$ cat src/rtl/masked_patch_ssd_distance_top_macros.svh
// ---------------------------------------------------------------------------
// Assertion macros for the masked patch SSD distance block
// Each macro expands to a labeled concurrent assertion in simulation and
// to nothing when SYNTHESIS is defined.
// ---------------------------------------------------------------------------
`ifndef MASKED_PATCH_SSD_DISTANCE_TOP_MACROS_SVH
`define MASKED_PATCH_SSD_DISTANCE_TOP_MACROS_SVH

`ifndef SYNTHESIS

// Property must hold at every clock edge outside reset.
`define MPSSD_ASSERT(name, clk, rst, prop, msg) \
  name: assert property (@(posedge clk) disable iff (rst) prop) else $error(msg);

// Expression must never be true outside reset.
`define MPSSD_ASSERT_NEVER(name, clk, rst, expr, msg) \
  name: assert property (@(posedge clk) disable iff (rst) !(expr)) else $error(msg);

`else

`define MPSSD_ASSERT(name, clk, rst, prop, msg)
`define MPSSD_ASSERT_NEVER(name, clk, rst, expr, msg)

`endif

`endif

$ cat src/rtl/mpssd_pkg.sv
// ---------------------------------------------------------------------------
// mpssd_pkg
// Shared constants, register indexes and interface structs for the masked
// patch SSD distance block.
// ---------------------------------------------------------------------------
`timescale 1ns / 1ps
`default_nettype none

package mpssd_pkg;

  localparam int CHANNELS     = 3;
  localparam int CHANNEL_BITS = 8;
  localparam int PIXEL_W      = CHANNELS * CHANNEL_BITS;
  localparam int GRAD_W       = 12;
  localparam int WEIGHT_W     = 8;
  localparam int SUM_W        = 48;
  localparam int COUNT_W      = 11;
  localparam int DIST_W       = 40;

  // Datapath intermediate widths.
  localparam int CSQ_W    = 2 * CHANNEL_BITS;
  localparam int CHSUM_W  = CSQ_W + 2;
  localparam int GABS_W   = GRAD_W;
  localparam int GSQ_W    = 2 * GABS_W;
  localparam int GSUM_W   = GSQ_W + 1;
  localparam int WTERM_W  = GSUM_W + WEIGHT_W;
  localparam int TERM_W   = WTERM_W + 1;
  localparam int DIVCNT_W = $clog2(SUM_W);

  // Configuration port.
  localparam int ADDR_W     = 6;
  localparam int APB_DATA_W = 64;
  localparam int REG_IDX_W  = 3;

  localparam logic [REG_IDX_W-1:0] REG_PARTIAL_MODE     = 3'd0;
  localparam logic [REG_IDX_W-1:0] REG_USE_GRADIENT     = 3'd1;
  localparam logic [REG_IDX_W-1:0] REG_GRAD_WEIGHT      = 3'd2;
  localparam logic [REG_IDX_W-1:0] REG_THRESHOLD_ENABLE = 3'd3;
  localparam logic [REG_IDX_W-1:0] REG_THRESHOLD        = 3'd4;

  localparam logic [WEIGHT_W-1:0] GRAD_WEIGHT_RESET = 8'd50;

  typedef struct packed {
    logic                partial_mode;
    logic                use_gradient;
    logic [WEIGHT_W-1:0] grad_weight;
    logic                threshold_enable;
    logic [DIST_W-1:0]   threshold;
  } cfg_t;

  typedef struct packed {
    logic in_accept;
    logic start_div;
    logic load_out;
  } cmd_t;

  typedef struct packed {
    logic pipe_empty;
    logic quot_valid;
    logic out_free;
  } status_t;

endpackage

`default_nettype wire

$ cat src/rtl/mpssd_ctrl.sv
// ---------------------------------------------------------------------------
// mpssd_ctrl
// Controller: accepts positions, drains the accumulate pipeline after the
// last one, runs the divider and hands the result to the output register.
// ---------------------------------------------------------------------------
`timescale 1ns / 1ps
`default_nettype none

module mpssd_ctrl (
  input  wire                clk,
  input  wire                rst,
  input  wire                s_tvalid,
  input  wire                s_tlast,
  output logic               s_tready,
  input  mpssd_pkg::status_t status,
  output mpssd_pkg::cmd_t    cmd
);
  import mpssd_pkg::*;

  localparam logic [1:0] ST_ACCUM = 2'd0;
  localparam logic [1:0] ST_DRAIN = 2'd1;
  localparam logic [1:0] ST_DIV   = 2'd2;

  logic [1:0] state;
  logic [1:0] state_next;

  always_comb begin
    state_next    = state;
    s_tready      = 1'b0;
    cmd.in_accept = 1'b0;
    cmd.start_div = 1'b0;
    cmd.load_out  = 1'b0;
    case (state)
      ST_ACCUM: begin
        s_tready      = 1'b1;
        cmd.in_accept = s_tvalid;
        if (s_tvalid && s_tlast) begin
          state_next = ST_DRAIN;
        end
      end
      ST_DRAIN: begin
        // Wait until the last position has reached the accumulator.
        if (status.pipe_empty) begin
          cmd.start_div = 1'b1;
          state_next    = ST_DIV;
        end
      end
      ST_DIV: begin
        if (status.quot_valid && status.out_free) begin
          cmd.load_out = 1'b1;
          state_next   = ST_ACCUM;
        end
      end
      default: begin
        state_next = ST_ACCUM;
      end
    endcase
  end

  always_ff @(posedge clk) begin
    if (rst) begin
      state <= ST_ACCUM;
    end else begin
      state <= state_next;
    end
  end

endmodule

`default_nettype wire

$ cat src/rtl/mpssd_dp.sv
// ---------------------------------------------------------------------------
// mpssd_dp
// Datapath: squared differences pipeline, saturating accumulator and
// position count, bit-serial divider and output register.
// ---------------------------------------------------------------------------
`timescale 1ns / 1ps
`default_nettype none

`include "masked_patch_ssd_distance_top_macros.svh"

module mpssd_dp (
  input  wire                                         clk,
  input  wire                                         rst,
  input  mpssd_pkg::cfg_t                             cfg,
  input  mpssd_pkg::cmd_t                             cmd,
  output mpssd_pkg::status_t                          status,
  input  wire        [mpssd_pkg::PIXEL_W-1:0]         pixel_a,
  input  wire        [mpssd_pkg::PIXEL_W-1:0]         pixel_b,
  input  wire signed [mpssd_pkg::GRAD_W-1:0]          grad_a_x,
  input  wire signed [mpssd_pkg::GRAD_W-1:0]          grad_a_y,
  input  wire signed [mpssd_pkg::GRAD_W-1:0]          grad_b_x,
  input  wire signed [mpssd_pkg::GRAD_W-1:0]          grad_b_y,
  input  wire                                         in_bounds,
  input  wire                                         occluded,
  output logic       [mpssd_pkg::DIST_W-1:0]          distance,
  output logic                                        rejected,
  output logic                                        out_valid,
  input  wire                                         out_ready
);
  import mpssd_pkg::*;

  localparam logic [SUM_W-1:0]   SUM_MAX   = {SUM_W{1'b1}};
  localparam logic [COUNT_W-1:0] COUNT_MAX = {COUNT_W{1'b1}};

  // Stage 1: squares.
  logic [CHSUM_W-1:0] chan_sum_c;
  logic [GABS_W-1:0]  gx_abs;
  logic [GABS_W-1:0]  gy_abs;
  logic [GRAD_W:0]    gx_diff;
  logic [GRAD_W:0]    gy_diff;
  logic               counts_c;

  logic               v1;
  logic               cnt1;
  logic               grad1;
  logic [CHSUM_W-1:0] chan_sum1;
  logic [GSQ_W-1:0]   gx_sq1;
  logic [GSQ_W-1:0]   gy_sq1;

  // Stage 2: weighted gradient term and total.
  logic [GSUM_W-1:0]  gsum_c;
  logic [WTERM_W-1:0] wterm_c;
  logic               v2;
  logic               cnt2;
  logic [TERM_W-1:0]  term2;

  // Accumulator.
  logic [SUM_W-1:0]   sum_acc;
  logic [SUM_W:0]     sum_wide;
  logic [COUNT_W-1:0] position_count;

  // Divider.
  logic               div_busy;
  logic [DIVCNT_W-1:0] div_cnt;
  logic [SUM_W-1:0]   quot;
  logic [COUNT_W-1:0] rem;
  logic [COUNT_W-1:0] divisor;
  logic [COUNT_W:0]   rem_sh;
  logic [COUNT_W:0]   rem_diff;
  logic               quot_valid;
  logic [DIST_W-1:0]  dist_sat;

  always_comb begin
    chan_sum_c = '0;
    for (int c = 0; c < CHANNELS; c++) begin
      logic [CHANNEL_BITS-1:0] va;
      logic [CHANNEL_BITS-1:0] vb;
      logic [CHANNEL_BITS-1:0] d;
      va = pixel_a[c*CHANNEL_BITS +: CHANNEL_BITS];
      vb = pixel_b[c*CHANNEL_BITS +: CHANNEL_BITS];
      d  = (va > vb) ? (va - vb) : (vb - va);
      chan_sum_c = chan_sum_c + CHSUM_W'(d) * CHSUM_W'(d);
    end
  end

  // Difference of two 12-bit signed values needs 13 bits; its magnitude fits 12.
  assign gx_diff  = {grad_a_x[GRAD_W-1], grad_a_x} - {grad_b_x[GRAD_W-1], grad_b_x};
  assign gy_diff  = {grad_a_y[GRAD_W-1], grad_a_y} - {grad_b_y[GRAD_W-1], grad_b_y};
  assign gx_abs   = gx_diff[GRAD_W] ? GABS_W'(-gx_diff) : gx_diff[GABS_W-1:0];
  assign gy_abs   = gy_diff[GRAD_W] ? GABS_W'(-gy_diff) : gy_diff[GABS_W-1:0];
  assign counts_c = in_bounds && !(cfg.partial_mode && occluded);

  always_ff @(posedge clk) begin
    if (rst) begin
      v1 <= 1'b0;
    end else begin
      v1 <= cmd.in_accept;
    end
    cnt1      <= counts_c;
    grad1     <= cfg.use_gradient;
    chan_sum1 <= chan_sum_c;
    gx_sq1    <= GSQ_W'(gx_abs) * GSQ_W'(gx_abs);
    gy_sq1    <= GSQ_W'(gy_abs) * GSQ_W'(gy_abs);
  end

  assign gsum_c  = GSUM_W'(gx_sq1) + GSUM_W'(gy_sq1);
  assign wterm_c = WTERM_W'(gsum_c) * WTERM_W'(cfg.grad_weight);

  always_ff @(posedge clk) begin
    if (rst) begin
      v2 <= 1'b0;
    end else begin
      v2 <= v1;
    end
    cnt2 <= cnt1;
    if (!cnt1) begin
      term2 <= '0;
    end else if (grad1) begin
      term2 <= TERM_W'(chan_sum1) + TERM_W'(wterm_c);
    end else begin
      term2 <= TERM_W'(chan_sum1);
    end
  end

  assign sum_wide = {1'b0, sum_acc} + (SUM_W + 1)'(term2);

  always_ff @(posedge clk) begin
    if (rst || cmd.start_div) begin
      sum_acc        <= '0;
      position_count <= '0;
    end else if (v2 && cnt2) begin
      sum_acc <= sum_wide[SUM_W] ? SUM_MAX : sum_wide[SUM_W-1:0];
      if (position_count != COUNT_MAX) begin
        position_count <= position_count + 1'b1;
      end
    end
  end

  // Restoring division, one quotient bit per cycle; the dividend shifts out
  // of the top of quot while quotient bits shift in at the bottom.
  assign rem_sh   = {rem, quot[SUM_W-1]};
  assign rem_diff = rem_sh - {1'b0, divisor};

  always_ff @(posedge clk) begin
    if (rst) begin
      div_busy   <= 1'b0;
      quot_valid <= 1'b0;
      div_cnt    <= '0;
    end else if (cmd.start_div) begin
      div_busy   <= 1'b1;
      quot_valid <= 1'b0;
      div_cnt    <= DIVCNT_W'(SUM_W - 1);
    end else if (div_busy) begin
      div_cnt <= div_cnt - 1'b1;
      if (div_cnt == '0) begin
        div_busy   <= 1'b0;
        quot_valid <= 1'b1;
      end
    end else if (cmd.load_out) begin
      quot_valid <= 1'b0;
    end
  end

  always_ff @(posedge clk) begin
    if (cmd.start_div) begin
      quot    <= sum_acc;
      rem     <= '0;
      divisor <= (position_count == '0) ? COUNT_W'(1) : position_count;
    end else if (div_busy) begin
      if (!rem_diff[COUNT_W]) begin
        rem  <= rem_diff[COUNT_W-1:0];
        quot <= {quot[SUM_W-2:0], 1'b1};
      end else begin
        rem  <= rem_sh[COUNT_W-1:0];
        quot <= {quot[SUM_W-2:0], 1'b0};
      end
    end
  end

  assign dist_sat = (quot[SUM_W-1:DIST_W] != '0) ? {DIST_W{1'b1}} : quot[DIST_W-1:0];

  always_ff @(posedge clk) begin
    if (rst) begin
      out_valid <= 1'b0;
    end else if (cmd.load_out) begin
      out_valid <= 1'b1;
    end else if (out_ready) begin
      out_valid <= 1'b0;
    end
    if (cmd.load_out) begin
      distance <= dist_sat;
      rejected <= cfg.threshold_enable && (dist_sat > cfg.threshold);
    end
  end

  assign status.pipe_empty = !v1 && !v2;
  assign status.quot_valid = quot_valid;
  assign status.out_free   = !out_valid || out_ready;

  `MPSSD_ASSERT_NEVER(a_start_pipe_busy, clk, rst, cmd.start_div && (v1 || v2), "division started with positions still in flight")
  `MPSSD_ASSERT_NEVER(a_load_early, clk, rst, cmd.load_out && (!quot_valid || div_busy), "result loaded before the quotient was ready")
  `MPSSD_ASSERT(a_start_clears, clk, rst, cmd.start_div |=> (sum_acc == '0 && position_count == '0 && div_busy), "accumulator not cleared or divider not started")
  `MPSSD_ASSERT_NEVER(a_accept_while_div, clk, rst, cmd.in_accept && (div_busy || quot_valid), "position accepted while a division is pending")

endmodule

`default_nettype wire

$ cat src/rtl/masked_patch_ssd_distance_top.sv
// Result path: after the last position is accepted it drains through the Stage 1 and
// Stage 2 registers, then the divider runs and its result is loaded for output.
// Throughput: one position per cycle within a patch; no new patch is accepted until
// the result is loaded, and the bit-serial divider produces one quotient bit per cycle.
// Reset: clears the accumulator, position count and handshake state, and returns all
// registers to their reset values (grad_weight to 50, the others to zero).
// ---------------------------------------------------------------------------
// masked_patch_ssd_distance_top
// Masked patch sum-of-squared-differences distance with APB configuration,
// stream input of patch positions and stream output of normalized distance.
// ---------------------------------------------------------------------------
`timescale 1ns / 1ps
`default_nettype none

module masked_patch_ssd_distance_top (
  input  wire                                 clk,
  input  wire                                 rst,
  // APB configuration port
  input  wire                                 psel,
  input  wire                                 penable,
  input  wire                                 pwrite,
  input  wire  [mpssd_pkg::ADDR_W-1:0]        paddr,
  input  wire  [mpssd_pkg::APB_DATA_W-1:0]    pwdata,
  output logic [mpssd_pkg::APB_DATA_W-1:0]    prdata,
  output logic                                pready,
  // Position stream
  input  wire                                 s_tvalid,
  output logic                                s_tready,
  // pixel_a[23:0], pixel_b[47:24], grad_a_x[59:48], grad_a_y[71:60],
  // grad_b_x[83:72], grad_b_y[95:84]
  input  wire  [95:0]                         s_tdata,
  // in_bounds[0], occluded[1]
  input  wire  [1:0]                          s_tuser,
  input  wire                                 s_tlast,
  // Distance stream
  output logic                                m_tvalid,
  input  wire                                 m_tready,
  // distance[39:0]
  output logic [39:0]                         m_tdata,
  // rejected[0]
  output logic [0:0]                          m_tuser
);
  import mpssd_pkg::*;

  cfg_t                 cfg;
  cmd_t                 cmd;
  status_t              status;
  logic [REG_IDX_W-1:0] reg_idx;
  logic                 cfg_write;

  assign pready    = 1'b1;
  assign reg_idx   = paddr[ADDR_W-1:ADDR_W-REG_IDX_W];
  assign cfg_write = psel && penable && pwrite && pready;

  always_ff @(posedge clk) begin
    if (rst) begin
      cfg.partial_mode     <= 1'b0;
      cfg.use_gradient     <= 1'b0;
      cfg.grad_weight      <= GRAD_WEIGHT_RESET;
      cfg.threshold_enable <= 1'b0;
      cfg.threshold        <= '0;
    end else if (cfg_write) begin
      case (reg_idx)
        REG_PARTIAL_MODE:     cfg.partial_mode     <= pwdata[0];
        REG_USE_GRADIENT:     cfg.use_gradient     <= pwdata[0];
        REG_GRAD_WEIGHT:      cfg.grad_weight      <= pwdata[WEIGHT_W-1:0];
        REG_THRESHOLD_ENABLE: cfg.threshold_enable <= pwdata[0];
        REG_THRESHOLD:        cfg.threshold        <= pwdata[DIST_W-1:0];
        default: begin
        end
      endcase
    end
  end

  always_comb begin
    case (reg_idx)
      REG_PARTIAL_MODE:     prdata = APB_DATA_W'(cfg.partial_mode);
      REG_USE_GRADIENT:     prdata = APB_DATA_W'(cfg.use_gradient);
      REG_GRAD_WEIGHT:      prdata = APB_DATA_W'(cfg.grad_weight);
      REG_THRESHOLD_ENABLE: prdata = APB_DATA_W'(cfg.threshold_enable);
      REG_THRESHOLD:        prdata = APB_DATA_W'(cfg.threshold);
      default:              prdata = '0;
    endcase
  end

  mpssd_ctrl u_ctrl (
    .clk      (clk),
    .rst      (rst),
    .s_tvalid (s_tvalid),
    .s_tlast  (s_tlast),
    .s_tready (s_tready),
    .status   (status),
    .cmd      (cmd)
  );

  mpssd_dp u_dp (
    .clk       (clk),
    .rst       (rst),
    .cfg       (cfg),
    .cmd       (cmd),
    .status    (status),
    .pixel_a   (s_tdata[23:0]),
    .pixel_b   (s_tdata[47:24]),
    .grad_a_x  (s_tdata[59:48]),
    .grad_a_y  (s_tdata[71:60]),
    .grad_b_x  (s_tdata[83:72]),
    .grad_b_y  (s_tdata[95:84]),
    .in_bounds (s_tuser[0]),
    .occluded  (s_tuser[1]),
    .distance  (m_tdata),
    .rejected  (m_tuser[0]),
    .out_valid (m_tvalid),
    .out_ready (m_tready)
  );

endmodule

`default_nettype wire
$ cat config.mk
export PLATFORM = sky130hd
export DESIGN_NAME = masked_patch_ssd_distance_top
export DESIGN_NICKNAME = d
export VERILOG_FILES = /design/src/rtl/mpssd_pkg.sv /design/src/rtl/mpssd_ctrl.sv /design/src/rtl/mpssd_dp.sv /design/src/rtl/masked_patch_ssd_distance_top.sv
export VERILOG_INCLUDE_DIRS = /design/src /design/src/rtl
export SDC_FILE = /design/constraint.sdc
export NUM_CORES = 2
export LEC_CHECK = 0
export ABC_AREA = 1
export BUFFER_PORTS_ARGS = -buffer_cell sky130_fd_sc_hd__clkbuf_2
export CORE_MARGIN = 1.5
export CORE_UTILIZATION = 50
export DETAILED_ROUTE_END_ITERATION = 8
export PLACE_DENSITY = 0.69
export SYNTH_ARGS = -nofsm -noshare
export SYNTH_HDL_FRONTEND = slang
export SYNTH_HIERARCHICAL = 1
export SYNTH_SLANG_ARGS = --single-unit
$ cat constraint.sdc
create_clock -name clk -period 18.2 [get_ports clk]
set_input_delay 0.91 -clock clk [delete_from_list [all_inputs] [get_ports clk]]
set_output_delay 0.91 -clock clk [all_outputs]
set_load 0.02 [all_outputs]
==> results.md <==
- The flow ran to the end, and the final reports show no timing, DRC or antenna violations.
- The final setup TNS is 0 ns.
- The number of global-route vias before repair is between 30,000 and 40,000.
- The delay of the slowest cell on the worst path is roughly 0.74 ns.
- 0 antenna diodes ended up in the layout.
- The final setup violation count is 0.
- Summing the areas of all compound-gate instances in the mapped netlist gives under 10% of the synthesized area.
- Summing the areas of all and, or, nand and nor instances in the mapped netlist gives 20.7% of the synthesized area.
- In the final layout, the share of cells above drive strength 1 is 8.00%.
- The floorplan step set the die height to ~300 um.
- Counting flops with an async set or reset pin after synthesis yields a share of 0%.
- The area growth from synthesis to layout is 8.15%.
- The number of enable-type register cells in the synthesized netlist is 100.
- The floorplan step defined a core boundary enclosing approximately 0.083 mm^2.
- The relative max-transition margin is between 20% and 30%.
- Setup repair after global routing left no endpoint under its margin.
- The total clock buffers created by CTS is 40.
- The count of final max-slew check failures was 0.
- Sequential elements use a little under a fifth of the synthesized area.
- Once placement completed, the tool counted placed cells totaling roughly 6,800.
- The number of nets with antenna violations after routing is 0.
- By area, the combinational part of the netlist is dominated by adder cells.
- Summing the areas of all xor and xnor instances in the mapped netlist gives roughly 3.4% of the synthesized area.
- The total overflow left after global routing is 0.
- The die footprint is 0.0856 mm^2.
- Summing every instance area after synthesis gives 0.0419 mm^2.
- The count of cells in the finished layout, fillers not included, comes to 6,879.
- The clock tree from TritonCTS is yes.
- The worst reg-to-reg path cell count is 31.
- The average via count per standard cell is ~5.1.
- The number of setup buffers added after CTS is 0.
- The filler cells instantiated in the layout total 8,050.
- The upper clock frequency limit is roughly 120 MHz.
- The most critical setup path has its endpoint at u_dp/chan_sum1[16]$_DFF_P_.
- STA classifies the critical path endpoint as a flop.
- The floorplan has about 110 rows.
- The total of flip-flops plus latches after synthesis is between 300 and 400.
- Data on the critical path is required at its endpoint by 18.65 ns.
- Clock-pin slew was measured on the worst setup and hold paths at 0.07 ns.
- The number of clock sinks is 335.
- The buffer cell driving the clock tree root is clkbuf_16.
- The worst-case clock buffer depth is 3.
- STA puts the critical path data arrival time at about 8.8 ns.
- The detailed-route wire length is about 100,000 um.
- Detailed routing inserted a total of between 30,000 and 40,000 vias.
- The synthesis warning total is 6.
- The clock arrives with approximately 0.024 ns of skew.
- The die width is approximately 290 um.
- In this run the tool buffered the top-level ports with around 230 buffer cells.
- Summing the areas of all fa, ha and maj instances in the mapped netlist gives 34.8% of the synthesized area.
- After legalization and detailed placement, the total HPWL measured 87,200 um.
- Dividing the synthesized area by the synthesized cell count gives 7.50 um^2.
- The number of hold buffers added after CTS is 0.
- The first global-routing pass estimated about 170,000 um of wire.
- In this run the worst path has a maximum fanout of 10.
- Synthesis instantiated 65 different standard cells from the library.
- The initial antenna violation count is 1.
- For the pin with the worst max-slew slack, the measured transition is about 1.2 ns.
- Setup slack on the worst reg-to-reg path comes out at roughly 11 ns.
- The flip-flop cell with the highest count after synthesis is dfxtp_1.
- inv_1 is the most common cell in the netlist.
- The share of synthesized area spent on multiplexers is less than 1%.
- The master of the slowest instance on the critical path is o21ai_0.
- In this run, the number of DRC markers left after iteration 0 of detailed routing was between 1,500 and 2,000.
- The class of the worst hold path is flop to flop.
- The count of instances resized after the clock tree is built is 0.
- The endpoint identified for the worst register-to-register timing path is u_dp/term2[29]$_SDFF_PN0_.
- The commonest cells after synthesis are inv_1 (1,291), nand2_1 (984), nor2_1 (636).
- The final layout net count is approximately 6,800.
- The gate count of the mapped netlist is roughly 5,600.
- The number of I/O pins is between 200 and 300.
- The max-cap violation count is 0.
- fa_1 takes more of the synthesized area than any other cell.
- The average routed wire per standard cell is approximately 15 um.
- After detailed routing, the number of remaining DRC violations is 0.
- In this run the critical register-to-register path is launched from u_dp/gy_sq1[3]$_DFF_P_.
- For this run, the total global-route usage over all layers was measured as between 20% and 30%.
- The number of hold-slack violations in the final timing report is 0.
- Entering global routing, the biggest net connects between 100 and 150 pins.
- The share of the synthesized area in the top cell type is between 20% and 30%.
- For this configuration, the core starts out at a cell density of between 50 and 60%.
- The final critical path takes up 46.1% of the cycle.
- Yosys attributes the largest share of cell area to fa_1 (22%), ha_1 (13%), inv_1 (12%), dfxtp_1 (11%), nand2_1 (8.8%).
- The H-tree was split into 2 levels.
- By startpoint and endpoint, the worst setup path is classified as primary input to flop.
- The worst setup path is launched from a primary input.
- The final period demand of the worst path is between 8 and 9 ns.
- In this run the most critical hold path is launched from cfg[49]$_SDFFE_PP0P_.
- The latest clock arrival within the worst-skew pair is roughly 0.57 ns.
- The pre-antenna-repair detailed-routing pass consisted of 5 iterations.
- The critical path starts at s_tdata[19].
- Routability-driven placement finished with a final weighted congestion of just over 0.9.
==> worst max-delay path: cells and delay by family <==
| kind | cells | cell delay (ns) |
|---|---|---|
| AOI/OAI and AO/OA | 5 | 1.94 |
| adders and majority gates | 9 | 4.40 |
| buffers and inverters | 8 | 0.66 |
| and+or+nand+nor | 8 | 0.94 |
==> metal layers <==
| layer | track usage, % | up-vias | wire length (um) |
|---|---|---|---|
| met4 | 7.22 | 0 | 3130 |
| met2 | 44.9 | 779 | 52200 |
| met5 | 0 | - | 0 |
| li1 | - | 17500 | - |
| met3 | 2.75 | 148 | 4670 |
| met1 | 30.4 | 16500 | 44300 |
==> placed cells by master (no fill, tap or decap), drive strengths merged, types with 3 or more instances in the layout <==
cell type,count
ha,433
nand4,44
o21bai,18
conb,25
or2,37
a32o,3
a21oi,280
o211ai,12
nand3b,16
edfxtp,100
nand3,218
fa,458
nor3,52
dfxtp,235
clkinvlp,8
xnor2,49
buf,18
mux2i,4
a31oi,24
o221ai,13
a21boi,11
nor2,665
clkinv,13
nand2,1013
a21o,17
bufinv,7
and2,3
a211oi,7
nor4,12
xor2,103
and3,4
o21a,14
inv,1329
clkbuf,276
o31ai,9
o21ai,256
==> per-stage QoR <==
| stage | utilization [%] | hold slack (ns) | area [um^2] | setup WS (ns) |
|---|---|---|---|---|
| finish | 54.5 | 0.401 | 45400 | 9.81 |
| global route | 54.5 | 0.413 | 45400 | 9.35 |
| CTS | 54.5 | 0.406 | 45400 | 9.87 |
| detailed placement | 52.8 | 0.399 | 43900 | 9.28 |
| global placement | 52.8 | 0.408 | 43900 | 9.36 |
| floorplan | - | 0.351 | 42000 | 10.30 |
==> how the worst min path moves through the flow <==
stage	to	slack, ns	cells past startpoint
after floorplan	u_dp/grad1$_DFF_P_	0.35	0
after global placement	u_dp/grad1$_DFF_P_	0.41	0
after detailed placement	u_dp/grad1$_DFF_P_	0.40	0
after CTS	u_dp/grad1$_DFF_P_	0.41	0
after global routing	u_dp/grad1$_DFF_P_	0.41	0
final	u_dp/grad1$_DFF_P_	0.40	0
==> state kept, by name, summed over array words and instances, names as in the netlist, 18 cells and up <==
register        count
u_dp/sum_acc       48
u_dp/chan_sum1     18
u_dp/quot          48
u_dp/gx_sq1        23
u_dp/distance      40
u_dp/gy_sq1        23
cfg                51
u_dp/term2         34
==> layout make-up <==
| cell class | instances | area, um^2 | area share (%) |
|---|---|---|---|
| Timing Repair Buffer | 249 | 1290 | 2.85 |
| Inverter | 1328 | 4990 | 11.0 |
| Sequential cell | 335 | 7710 | 17.0 |
| Clock inverter | 29 | 388 | 0.855 |
| Tap cell | 1080 | 1350 | 2.98 |
| Clock buffer | 45 | 1020 | 2.25 |
| Multi-Input combinational cell | 3813 | 28600 | 63.1 |
==> kinds of logic (layout without fill, tap and decap cells) <==
family / count (synthesis) / after routing
simple gates: 2066 / 2066
fa+ha+maj: 891 / 891
compound gates: 675 / 675
flops: 335 / 335
xor+xnor: 152 / 152
other cells: 2 / 25
buf+inv: 1468 / 1651
mux: 4 / 4
Power is left out: the tool's default activity adds up to more than one toggle a clock period on the data nets, which glitch-free logic cannot reach.
